**src/hwt_pkg.sv**
```systemverilog
// Shared constants, codes and types of the hierarchical timer wheel.
`default_nettype none
package hwt_pkg;
   localparam int MAX_TIMERS = 64;
   localparam int ROOT_BITS = 8;
   localparam int LEVEL_BITS = 6;
   localparam int NUM_LEVELS = 4;
   localparam int ROOT_SIZE = 1 << ROOT_BITS;
   localparam int LEVEL_SIZE = 1 << LEVEL_BITS;
   localparam int NUM_SLOTS = ROOT_SIZE + NUM_LEVELS * LEVEL_SIZE;
   localparam int MAX_RESULTS = 64;

   localparam int IDX_W = $clog2(MAX_TIMERS);
   localparam int PTR_W = $clog2(MAX_TIMERS + 1);
   localparam int SLOT_W = $clog2(NUM_SLOTS);
   localparam int LVL_W = 2;
   localparam int CNT_W = $clog2(MAX_RESULTS + 1);
   localparam int ID_W = 6;
   localparam int TIME_W = 32;
   localparam int KIND_W = 2;
   localparam int STAT_W = 2;
   localparam int REQ_DATA_W = 72;
   localparam int RSP_DATA_W = 40;

   localparam logic [PTR_W-1:0] NIL = PTR_W'(MAX_TIMERS);

   typedef enum logic [KIND_W-1:0] {
      REQ_TICK = 2'd0,
      REQ_ADD  = 2'd1,
      REQ_DEL  = 2'd2
   } req_kind_type;

   typedef enum logic [STAT_W-1:0] {
      ST_OK     = 2'd0,
      ST_USED   = 2'd1,
      ST_UNUSED = 2'd2
   } status_type;

   typedef enum logic [4:0] {
      OP_NONE,
      OP_CLR,
      OP_CAPTURE,
      OP_DECODE,
      OP_FILE_A,
      OP_FILE_B,
      OP_UNLINK,
      OP_EMIT_REQ,
      OP_CAS_TAKE,
      OP_CAS_UP,
      OP_ROOT_RD,
      OP_WALK_RD,
      OP_CAS_GOT,
      OP_ROOT_TAKE,
      OP_ROOT_GOT,
      OP_EMIT_EV,
      OP_FREE_ADV,
      OP_ADV,
      OP_TICK_INC
   } op_type;

   typedef enum logic [4:0] {
      S_CLEAR,
      S_IDLE,
      S_DECODE,
      S_FILE_A,
      S_FILE_B,
      S_UNLINK,
      S_EMIT_REQ,
      S_CAS_HEAD,
      S_CAS_LOOP,
      S_CAS_GOT,
      S_CAS_ADV,
      S_ROOT_HEAD,
      S_ROOT_LOOP,
      S_ROOT_GOT,
      S_ROOT_EMIT,
      S_ROOT_ARM,
      S_ROOT_ADV,
      S_TICK_EMPTY,
      S_TICK_END
   } state_type;

   typedef struct packed {
      op_type op;
   } cmd_type;

   typedef struct packed {
      logic clr_done;
      logic act_add;
      logic act_del;
      logic is_tick;
      logic idx_zero;
      logic t_nil;
      logic lvl_zero;
      logic lvl_top;
      logic cnt_zero;
      logic cnt_full;
      logic per_zero;
      logic out_free;
   } stat_type;
endpackage
`default_nettype wire

```
**src/hwt_ctrl.sv**
```systemverilog
// Sequencer of the timer wheel: walks add, delete, cascade and expiry steps.
`default_nettype none
module hwt_ctrl (
   input  wire logic              clock,
   input  wire logic              reset,
   input  wire logic              req_tvalid,
   output logic                   req_tready,
   input  wire hwt_pkg::stat_type stat,
   output hwt_pkg::cmd_type       cmd
);
   import hwt_pkg::*;

   state_type state_ff, state_in;
   state_type ret_ff, ret_in;

   always_ff @(posedge clock) begin
      if (reset) begin
         state_ff <= S_CLEAR;
         ret_ff <= S_EMIT_REQ;
      end else begin
         state_ff <= state_in;
         ret_ff <= ret_in;
      end
   end

   always_comb begin
      state_in = state_ff;
      ret_in = ret_ff;
      case (state_ff)
         S_CLEAR: if (stat.clr_done) state_in = S_IDLE;
         S_IDLE: if (req_tvalid) state_in = S_DECODE;
         S_DECODE: begin
            if (stat.act_add) begin
               state_in = S_FILE_A;
               ret_in = S_EMIT_REQ;
            end else if (stat.act_del) begin
               state_in = S_UNLINK;
            end else if (stat.is_tick) begin
               state_in = stat.idx_zero ? S_CAS_HEAD : S_ROOT_HEAD;
            end else begin
               state_in = S_EMIT_REQ;
            end
         end
         S_FILE_A: state_in = S_FILE_B;
         S_FILE_B: state_in = ret_ff;
         S_UNLINK: state_in = S_EMIT_REQ;
         S_EMIT_REQ: if (stat.out_free) state_in = S_IDLE;
         S_CAS_HEAD: state_in = S_CAS_LOOP;
         S_CAS_LOOP: begin
            if (!stat.t_nil) state_in = S_CAS_GOT;
            else if (stat.lvl_zero && !stat.lvl_top) state_in = S_CAS_HEAD;
            else state_in = S_ROOT_HEAD;
         end
         S_CAS_GOT: begin
            state_in = S_FILE_A;
            ret_in = S_CAS_ADV;
         end
         S_CAS_ADV: state_in = S_CAS_LOOP;
         S_ROOT_HEAD: state_in = S_ROOT_LOOP;
         S_ROOT_LOOP: begin
            if (!stat.t_nil) state_in = S_ROOT_GOT;
            else if (stat.cnt_zero) state_in = S_TICK_EMPTY;
            else state_in = S_TICK_END;
         end
         S_ROOT_GOT: state_in = S_ROOT_EMIT;
         S_ROOT_EMIT: if (stat.cnt_full || stat.out_free) state_in = S_ROOT_ARM;
         S_ROOT_ARM: begin
            if (stat.per_zero) begin
               state_in = S_ROOT_LOOP;
            end else begin
               state_in = S_FILE_A;
               ret_in = S_ROOT_ADV;
            end
         end
         S_ROOT_ADV: state_in = S_ROOT_LOOP;
         S_TICK_EMPTY: if (stat.out_free) state_in = S_TICK_END;
         S_TICK_END: state_in = S_IDLE;
         default: state_in = S_IDLE;
      endcase
   end

   always_comb begin
      cmd.op = OP_NONE;
      req_tready = 1'b0;
      case (state_ff)
         S_CLEAR: cmd.op = OP_CLR;
         S_IDLE: begin
            req_tready = 1'b1;
            if (req_tvalid) cmd.op = OP_CAPTURE;
         end
         S_DECODE: cmd.op = OP_DECODE;
         S_FILE_A: cmd.op = OP_FILE_A;
         S_FILE_B: cmd.op = OP_FILE_B;
         S_UNLINK: cmd.op = OP_UNLINK;
         S_EMIT_REQ: if (stat.out_free) cmd.op = OP_EMIT_REQ;
         S_CAS_HEAD: cmd.op = OP_CAS_TAKE;
         S_CAS_LOOP: begin
            if (!stat.t_nil) cmd.op = OP_WALK_RD;
            else if (stat.lvl_zero && !stat.lvl_top) cmd.op = OP_CAS_UP;
            else cmd.op = OP_ROOT_RD;
         end
         S_CAS_GOT: cmd.op = OP_CAS_GOT;
         S_CAS_ADV: cmd.op = OP_ADV;
         S_ROOT_HEAD: cmd.op = OP_ROOT_TAKE;
         S_ROOT_LOOP: if (!stat.t_nil) cmd.op = OP_WALK_RD;
         S_ROOT_GOT: cmd.op = OP_ROOT_GOT;
         S_ROOT_EMIT: if (!stat.cnt_full && stat.out_free) cmd.op = OP_EMIT_EV;
         S_ROOT_ARM: if (stat.per_zero) cmd.op = OP_FREE_ADV;
         S_ROOT_ADV: cmd.op = OP_ADV;
         S_TICK_EMPTY: if (stat.out_free) cmd.op = OP_EMIT_REQ;
         S_TICK_END: cmd.op = OP_TICK_INC;
         default: cmd.op = OP_NONE;
      endcase
   end
endmodule
`default_nettype wire

```
**config.mk**
```make
export PLATFORM = sky130hd
export DESIGN_NAME = hwt_ctrl
export DESIGN_NICKNAME = d
export VERILOG_FILES = /design/src/hwt_pkg.sv /design/src/hwt_ctrl.sv
export SDC_FILE = /design/constraint.sdc
export NUM_CORES = 1
export LEC_CHECK = 0
export ABC_AREA = 1
export BUFFER_PORTS_ARGS = -buffer_cell sky130_fd_sc_hd__buf_4
export CAP_MARGIN = 20
export CORE_ASPECT_RATIO = 1.75
export CORE_UTILIZATION = 30
export CTS_BUF_LIST = sky130_fd_sc_hd__clkbuf_4 sky130_fd_sc_hd__clkbuf_8
export DETAILED_ROUTE_END_ITERATION = 16
export GPL_TIMING_DRIVEN = 0
export PLACE_DENSITY_LB_ADDON = 0.2
export SETUP_SLACK_MARGIN = 0.1
export SYNTH_ARGS = -nofsm -noshare
export SYNTH_HDL_FRONTEND = slang
export SYNTH_SLANG_ARGS = --single-unit
```
**constraint.sdc**
```tcl
create_clock -name clock -period 2.9 [get_ports clock]
set_clock_uncertainty 0.05 [all_clocks]
set_input_delay 0.435 -clock clock [delete_from_list [all_inputs] [get_ports clock]]
set_output_delay 0.435 -clock clock [all_outputs]
set_load 0.02 [all_outputs]
```
# ---- After elaboration in Yosys (flattened, before gate mapping)
# Cells that the tools add are included.
dict set report word_totals {
  reg_bits 10
  inputBits 15
  out_inout_bits 6
  elab_cells 67
}
dict set report op_classes {
  eq_ne 25
  n_mux 27
  n_reduce_logical 13
}
# operator n
set op_table {}
lappend op_table {{$pmux 5 s17} 1}
lappend op_table {{$pmux 5 s16} 1}
lappend op_table {{$mux 5} 9}
lappend op_table {{$eq 5x4->1 const B} 8}
lappend op_table {{$mux 4} 9}
lappend op_table {{$eq 5x3->1 const B} 4}
lappend op_table {{$eq 5x5->1 const B} 3}
lappend op_table {{$pmux 5 s3} 1}
lappend op_table {{$ne 2x2->1 const B} 7}
lappend op_table {{$eq 5x2->1 const B} 2}
lappend op_table {{$mux 2} 4}
lappend op_table {{$reduce_or 2->1} 4}
lappend op_table {{$eq 5x1->1 const B} 1}
lappend op_table {{$logic_not 5->1} 1}
lappend op_table {{$reduce_and 5->1} 1}
lappend op_table {{$mux 3} 1}
lappend op_table {{$reduce_and 3->1} 1}
lappend op_table {{$reduce_bool 3->1} 1}
lappend op_table {{$logic_and 1x1->1} 2}
lappend op_table {{$logic_not 1->1} 2}
lappend op_table {{$logic_or 1x1->1} 1}
lappend op_table {{$mux 1} 1}

# ---- Depth between registers and ports, before layout
# Gate-level depths: netlist (run 1).
dict set report logic_depth {
  depth_word 5
  mapped_depth 11
  mapped_depth_nobuf 11
}

# ---- Worst setup path before layout (run 1)
# OpenSTA, ideal clock, no wires.
dict set report synth_path {
  path_type {register to output}
  startpoint {register state_ff[4]}
  endpoint {output cmd[1] (netlist bit)}
  t_arrival_ps 1296
  t_required_ps 2415
  setup_slack_ps 1119
  path_stages_with_launch 8
  n_path_buf 0
  cell_sequence {dfxtp_1 -> inv_2 -> nand2_2 -> nor2_2 -> o31ai_1 -> nand2_1 -> a21oi_1 -> o2111ai_1}
}
# element line
set synth_rtl {}
lappend synth_rtl {{start, declared} hwt_ctrl.sv:13} ;# state_type state_ff, state_in;
lappend synth_rtl {{start signal, assigned} hwt_ctrl.sv:21} ;# state_ff <= state_in;
lappend synth_rtl {{end, declared} hwt_ctrl.sv:9} ;# output hwt_pkg::cmd_type cmd

==> results.toml, run 1 <==
[sta]
final_hold_viol_count = 0
rsz0062_at_grt = "no"
tightest_slew_ns = 0.3708
setup_violations = 0
fmax_ghz = 0.4392
finalSetupTns_ns = 0
period_share_pct = 78.52
worst_slack_ns = 0.6229
hold_ws_ns = 0.4138
max_slew_margin_pct = 75.25
slew_viol_final = 0
fin_crit_ns = 2.277

[power_and_ir_drop]
sw_frac_of_total_pct = 49.99
p_seq_share_pct = 20.9
p_sw_mw = 0.4461
vdd_ir_drop_max_v = 0.0003793
pwr-share-comb_pct = 62.3
clkPwrFrac_pct = 16.9
powerDensity_nw_per_um2 = 692.4
p_int_mw = 0.4463
leakagePower_nw = 0.6726

[synth]
netlist.area_leader.share_pct = 17.67
synth.area.top_cells = "nand2_1, dfxtp_1, inv_1, nor2_1, nor2_4"
yosysSeqAreaShare_pct = 17.31
synth-edff-count = 0
syn_nets = 196
synthFlopType = "dfxtp_1"
async_flop_share_pct = 0
syn-cell-area_um2 = 1041
synth_cell_types = 28
synthCells = 181
synth_seq_cells = 9
avgSynthCellArea_um2 = 5.751
yosys.area.top_type = "nand2_1"
ys.warnings.count = 0

[hold_path]
hp-class = "reg -> reg"

[critical_path]
worstPathRequired_ns = 2.41
start_kind = "flop"
cp_max_fo = 9
arrival_ns = 1.79
critical_path_class = "reg -> out"
worst_setup_path_end_kind = "primary output"

[floorplan]
dieHeight_um = 79.93
die_w_um = 46.53
die-area_um2 = 3719
pin_count = 21
rows = 28
start_util_pct = 31.28
coreArea_um2 = 3328

[finish]
drive_gt1_share_pct = 28.43
seqCellArea_um2 = 180.2
diodes = 0
syn_to_final_growth_pct = 23.80
utilization_pct = 38.72
multi_input_area_um2 = 744.5
final_cell_area_um2 = 1289
fillers = 383
final_nets = 220

[cts]
cts_hold_buf = 0
cts_buffers = 3
path_clk_slew_ns = 0.05
numClockSinks = 9
root_buffer = "clkbuf_8"
cts.path.max_buffers = 2
post_cts_buffers = 0
htreeDepth = 1
clk_latency_ns = 0.23
tritoncts = "done"
post_cts_resized = 0

[run]
drv_cap = 0

[grt]
grt_overflow = 0
grt_usage_pct = 18.60
grt_max_degree = 10
antenna_found_initial = 0
grt_pass1_wl_um = 5009
grt_pass1_vias = 1122

[outcome]
status = "finished clean"

[placement]
place_area_um2 = 1240
io_buffers = 19
hpwlAfterDp_um = 2622
dpl_worst_slack_ns = 0.8226
gp_congestion = 0.9447

[routing]
num_vias = 1163
post-route-drc-count = 0
ant_nets = 0
dr.pass1.iters = 4
wl_per_cell_um = 12.19
finalWirelength_um = 3035
drt_first_iter_violations = 26
vias_per_cell = 4.671
==> registers in the layout, summed over array words and instances, names as in the netlist <==
register,count
state_ff,5
ret_ff,4
==> worst paths after layout <==
kind | from | to | slack, ns | cells after the start
max | state_ff[4] | cmd[0] | 0.62 | 6
min | ret_ff[4] | ret_ff[4] | 0.41 | 2
max reg2reg | state_ff[4] | state_ff[2] | 1.21 | 9
min reg2reg | ret_ff[4] | ret_ff[4] | 0.41 | 2
==> final cells by class <==
type	count	share of cell area, %
Multi-Input combinational cell	141	57.77
Sequential cell	9	13.98
Timing Repair Buffer	19	11.07
Inverter	30	8.738
Tap cell	45	4.369
Clock buffer	4	3.786
Buffer	1	0.2913
==> kinds of logic (layout without fill, tap and decap cells) <==
family                 after synthesis  after routing  synth area share, %
DFF                                  9              9                17.31
buffers and inverters               31             54                11.18
and+or+nand+nor                    113            113                54.69
AOI/OAI and AO/OA                   28             28                16.83
==> power by group through the flow <==
stage               sequential, mW  clock (mW)  combinational, mW
finish                       0.186       0.151              0.556
global route                 0.191       0.162              0.620
CTS                          0.186       0.156              0.558
detailed placement           0.189           0              0.556
global placement             0.189           0              0.561
floorplan                    0.184           0              0.396
==> per-layer routing <==
layer  routed length (um)  share of wire (%)  global-route usage [%]
met5                    0                  0                       0
met4                   20               0.66                   5.000
met3                   95                3.1                   2.262
met2                 1759                 58                   35.69
met1                 1159                 38                   19.37
==> layout by cell type, fill, tap and decap left out, types with 2 or more instances in the layout <==
cell type | netlist | routed
buf_4 | 0 | 19
nand4_1 | 4 | 4
o21ai_1 | 3 | 3
nor2_1 | 21 | 21
a21oi_1 | 9 | 9
dfxtp_1 | 9 | 9
o2111ai_1 | 2 | 2
nor2_4 | 6 | 6
nand2_2 | 9 | 9
inv_2 | 7 | 7
nand2_1 | 49 | 49
nor2_2 | 8 | 8
clkbuf_8 | 0 | 3
o21ai_0 | 7 | 7
nor3_1 | 2 | 2
nand3_1 | 9 | 9
inv_1 | 23 | 23
==> per-stage QoR <==
step / power (mW) / std cells
global placement: 0.7498 / 245
detailed placement: 0.7457 / 245
floorplan: 0.5800 / 181
global route: 0.9727 / 249
finish: 0.8924 / 249
CTS: 0.9007 / 249
==> cells in the mapped netlist, types with 2 or more instances <==
master,count
o21ai_0,7
nand2_1,49
nand2_2,9
a21oi_1,9
nor3_1,2
nor2_4,6
nor2_1,21
inv_1,23
inv_2,7
dfxtp_1,9
nand3_1,9
nor2_2,8
o2111ai_1,2
nand4_1,4
o21ai_1,3
==> critical path, stage by stage (launching register included) <==
cell and delay, ns:
dfxtp_1 0.50, inv_2 0.18, nand2_2 0.17, nor2_2 0.10, a211oi_1 0.32, nand4_1 0.12, buf_4 0.18
Note: power is estimated with default switching activity, not from simulation.
==> inputs of run 2 (changes only) <==
==> constraint.sdc (replaced) <==
create_clock -name clock -period 2 [get_ports clock]
set_clock_uncertainty 0.05 [all_clocks]
set_input_delay 0.3 -clock clock [delete_from_list [all_inputs] [get_ports clock]]
set_output_delay 0.3 -clock clock [all_outputs]
set_load 0.02 [all_outputs]
==> run 2 against run 1 <==
  * Total power rose by 62%
  * Via count rose by 4.8%
  * Sequential power rose by 58%
  * Design area rose by 13%
  * First-iteration DRC count fell by 3.8%
  * Combinational power rose by 67%
  * Cell count rose by 2.4%
  * Worst setup slack got worse by 0.49 ns
  * Count of clock-buffer cells in the layout did not move
  * Non-clock buffer count rose by 6
  * Clock power rose by 45%
  * Highest routed layer unchanged
==> results.toml, run 2 (same netlist as run 1, synthesis figures left out) <==
[sta]
fin_crit_ns = 1.867
tightest_slew_ns = 0.3430
slew_viol_final = 0
worst_slack_ns = 0.1330
setup_violations = 0
max_slew_margin_pct = 77.13
final_hold_viol_count = 0
rsz0062_at_grt = "yes"
fmax_ghz = 0.5356
finalSetupTns_ns = 0
period_share_pct = 93.35

[run]
drv_cap = 0

[floorplan]
die-area_um2 = 3719
dieHeight_um = 79.93
pin_count = 21
start_util_pct = 31.28
coreArea_um2 = 3328
die_w_um = 46.53
rows = 28

[critical_path]
crit_top_cell = "nor2_2"
cp_max_fo = 6
rr_startpoint = "state_ff[2]"
r2r_end = "state_ff[1]"
critical_path_class = "reg -> out"
slowest_delay_ns = 0.38
arrival_ns = 1.52
worst_setup_path_end_kind = "primary output"
worstPathRequired_ns = 1.65
path_cells = "nor2_4 -> nand2_2 -> nor2_4 -> nor2_2 -> nor2_2 -> nor2_2 -> o2111ai_1 -> buf_4"
ff2ff_setup_slack_ns = 0.38
ff2ff_path_depth = 11
cp_slowest_cell = "dfxtp_4"
start_kind = "flop"

[finish]
final_nets = 226
drive_gt1_share_pct = 39.52
diodes = 0
regMostFlops = "state_ff"
layout_commonest_cell = "nand2_1"
fillers = 364
utilization_pct = 43.95
largest_reg_flops = 5
syn_to_final_growth_pct = 40.50
reg_top3 = "state_ff: 5 flops, ret_ff: 4 flops"
fin_cells = 255
final_cell_mix = "nand2_1, buf_4, inv_1, nor2_1, nor2_4"

[power_and_ir_drop]
p_total_mw = 1.441
powerDensity_nw_per_um2 = 985.4
leakagePower_nw = 0.7385
vdd_ir_drop_max_v = 0.0005338

[grt]
antenna_found_initial = 0
grt_pass1_wl_um = 5133
grt_overflow = 0
grt_usage_pct = 19.17
grt_max_degree = 10
grt_pass1_vias = 1136

[hold_path]
hold_start = "reset"
hold_end = "state_ff[1]"
hold_depth = 2
hp-class = "in -> reg"

[routing]
ant_nets = 0
num_vias = 1219
finalWirelength_um = 3290
post-route-drc-count = 0
vias_per_cell = 4.780
drt_first_iter_violations = 25
dr.pass1.iters = 5
wl_per_cell_um = 12.90

[outcome]
status = "finished clean"

[placement]
place_inst = 245
dpl_worst_slack_ns = 0.05764
io_buffers = 19
hpwlAfterDp_um = 2622
gp_congestion = 0.9447

[cts]
htreeDepth = 1
cts.path.max_buffers = 2
root_buffer = "clkbuf_8"
clk_latency_ns = 0.23
tritoncts = "done"
numClockSinks = 9
cts_buffers = 3
path_clk_slew_ns = 0.04
cts_hold_buf = 0
## run 2: cell types whose count changed in the layout (fill, tap and decap cells not counted), sizes merged
cell and delta:
buf +6
## run 2: final cells by class
cell class	instances	area (um2)	area share [%]
Multi-Input combinational cell	141	842.1	57.57
Sequential cell	9	198.9	13.60
Timing Repair Buffer	25	195.2	13.34
Inverter	30	117.6	8.041
Tap cell	45	56.30	3.849
Clock buffer	4	48.80	3.336
Buffer	1	3.754	0.2566
## run 2: metal layers
metal,wire (um),GRT usage (%),vias up
li1,-,-,641
met1,1216,20.05,544
met2,1922,36.25,30
met3,107,2.036,4
met4,44,6.471,0
met5,0,0,-
## run 2: worst max path at each step
stage               slack, ns      to  depth (start not counted)         from
detailed placement       0.06  cmd[0]                          6  state_ff[4]
CTS                      0.11  cmd[1]                          8  state_ff[3]
finish                   0.13  cmd[1]                          8  state_ff[2]
global route             0.07  cmd[1]                          8  state_ff[2]
global placement         0.04  cmd[0]                          6  state_ff[4]
floorplan                0.35  cmd[1]                          7  state_ff[4]
## run 2: what timing repair did
action,4_1_cts,5_1_grt
setup buffers,2,4
pin swaps,3,7
endpoints found under the setup margin,4,4
gates resized for setup,18,21
## run 2: worst max-delay path: cells and delay by family, from the launching register on
family                 cells  cell delay (ns)
flip-flops                 1             0.38
buffers and inverters      1             0.17
AND/OR/NAND/NOR            6             0.65
AO/OA/AOI/OAI              1             0.09
## run 2: report_power, final
group / switching, mW / internal, mW / total (mW)
registers: 0.0732 / 0.221 / 0.294
clock network: 0.0668 / 0.152 / 0.219
logic: 0.574 / 0.354 / 0.928
total: 0.714 / 0.727 / 1.44
## run 2: metrics by stage
step	hold WS [ns]	area [um2]
2_1_floorplan	0.3891	1041
3_3_place_gp	0.4086	1240
3_5_place_dp	0.4066	1240
4_1_cts	0.3961	1353
5_1_grt	0.4242	1463
6_report	0.3762	1463
==> inputs of run 3 (changes only) <==
--- a/config.mk
+++ b/config.mk
@@ -13,8 +13,8 @@
 export CTS_BUF_LIST = sky130_fd_sc_hd__clkbuf_4 sky130_fd_sc_hd__clkbuf_8
 export DETAILED_ROUTE_END_ITERATION = 16
 export GPL_TIMING_DRIVEN = 0
-export PLACE_DENSITY_LB_ADDON = 0.2
 export SETUP_SLACK_MARGIN = 0.1
+export SLEW_MARGIN = 30
 export SYNTH_ARGS = -nofsm -noshare
 export SYNTH_HDL_FRONTEND = slang
 export SYNTH_SLANG_ARGS = --single-unit
==> run 3 against run 2 <==
  * Combinational power up 6.0%
  * Count of clock-buffer cells in the layout unchanged
  * Sequential power up 2%
  * First-iteration DRC count up 24%
  * Hold slack better by 0.0082 ns
  * Sequential cell count unchanged
  * Cell count down 0.39%
  * Non-clock buffer count down 1
  * Clock power down 2%
  * Critical path type unchanged
  * Largest cell class unchanged
==> results.toml, run 3 (same netlist as run 1, synthesis figures left out) <==
[sta]
final_hold_viol_count = 0
tightest_slew_ns = 0.3558
setup_violations = 0
fmax_ghz = 0.5348
max_slew_margin_pct = 76.28
slew_viol_final = 0
finalSetupTns_ns = 0
period_share_pct = 93.49
worst_slack_ns = 0.1301
fin_crit_ns = 1.870
rsz0062_at_grt = "yes"

[cts]
cts.path.max_buffers = 2
tritoncts = "done"
htreeDepth = 1
clk_latency_ns = 0.23
numClockSinks = 9
path_clk_slew_ns = 0.04
root_buffer = "clkbuf_8"
cts_buffers = 3

[floorplan]
start_util_pct = 31.28
rows = 28
dieHeight_um = 79.93
pin_count = 21
coreArea_um2 = 3328
die-area_um2 = 3719
die_w_um = 46.53

[placement]
place_area_um2 = 1240
gp_congestion = 0.9149
hpwlAfterDp_um = 2541
io_buffers = 19
dpl_worst_slack_ns = 0.06969
place_inst = 245

[hold_path]
hp-class = "in -> reg"
hold_start = "reset"
hold_depth = 2
hold_end = "state_ff[2]"

[critical_path]
start_kind = "flop"
worst_setup_path_end_kind = "primary output"
path_cells = "nor2_4 -> nand2_2 -> nor2_4 -> nor2_2 -> nor2_2 -> nor2_2 -> o2111ai_2 -> buf_6"
cp_max_fo = 6
crit_top_cell = "nor2_2"
slowest_delay_ns = 0.38
worstPathRequired_ns = 1.65
path_buf_inv = 1
crit_family = "simple AND/OR/NAND/NOR gates"
rr_startpoint = "state_ff[2]"
arrival_ns = 1.52
ff2ff_setup_slack_ns = 0.38
critical_path_class = "reg -> out"
ff2ff_path_depth = 10
cp_slowest_cell = "dfxtp_4"
r2r_end = "state_ff[1]"

[grt]
grt_util_met3_pct = 1.357
grt_pass1_wl_um = 4857
grt_max_degree = 10
grt_use_met1_pct = 18.47
antenna_found_initial = 0
grt_pass1_vias = 1162
use_met2_pct = 31.67
grt_overflow = 0
top_usage_layer = "met2"
grt_usage_pct = 17.88

[routing]
finalWirelength_um = 3180
vias_per_cell = 4.783
post-route-drc-count = 0
dr.pass1.iters = 4
wl_per_cell_um = 12.52
drt_first_iter_violations = 31
num_vias = 1215
ant_nets = 0

[finish]
final_nets = 225
final_cell_area_um2 = 1475
largest_reg_flops = 5
diodes = 0
fin_cells = 254
layout_commonest_cell = "nand2_1"
syn_to_final_growth_pct = 41.71
drive_gt1_share_pct = 39.23
final_cell_mix = "nand2_1, inv_1, buf_4, nor2_1, nor2_4"
regMostFlops = "state_ff"
reg_top3 = "state_ff: 5 flops, ret_ff: 4 flops"

[run]
drv_cap = 0

[outcome]
status = "finished clean"

[power_and_ir_drop]
p_total_mw = 1.499
leakagePower_nw = 0.7389
powerDensity_nw_per_um2 = 1016
vdd_ir_drop_max_v = 0.0006440
## run 3: worst max path at each step
stage	from	end	slack (ns)	cells after the start
2_1_floorplan	state_ff[4]	cmd[1]	0.35	7
3_3_place_gp	state_ff[4]	cmd[0]	0.04	6
3_5_place_dp	state_ff[4]	cmd[0]	0.07	6
4_1_cts	state_ff[1]	cmd[1]	0.11	8
5_1_grt	state_ff[2]	cmd[1]	0.06	8
6_report	state_ff[2]	cmd[1]	0.13	8
## run 3: final cells by class
class / instances / area, um2
tap: 45 / 56.30
clock buffer: 4 / 48.80
buffer: 1 / 3.754
timing repair buffer: 24 / 196.4
inverter: 30 / 120.1
multi-input combinational: 141 / 850.8
fill: 375 / 1853
sequential: 9 / 198.9
## run 3: per-layer routing
layer,up-vias,wire [um],part of all wire [%]
li1,638,-,-
met1,536,1191,37
met2,33,1780,56
met3,8,88,2.8
met4,0,119,3.7
met5,-,0,0
## run 3: per-stage QoR
stage               hold slack [ns]  utilization [%]
finish                       0.3844            44.32
global placement             0.4052            37.26
floorplan                    0.3891                -
CTS                          0.3948            41.02
detailed placement           0.4101            37.26
global route                 0.4155            44.32
## run 3: what timing repair did
action	CTS	global route
setup endpoints to repair	4	4
pin swaps	4	10
endpoints found under the hold margin	0	0
resized for setup	19	20
hold buffers	0	0
buffers inserted	3	2
## run 3: where the power goes
part	internal (mW)	switching [mW]
registers	0.222	0.0786
clock network	0.152	0.0633
logic	0.391	0.593
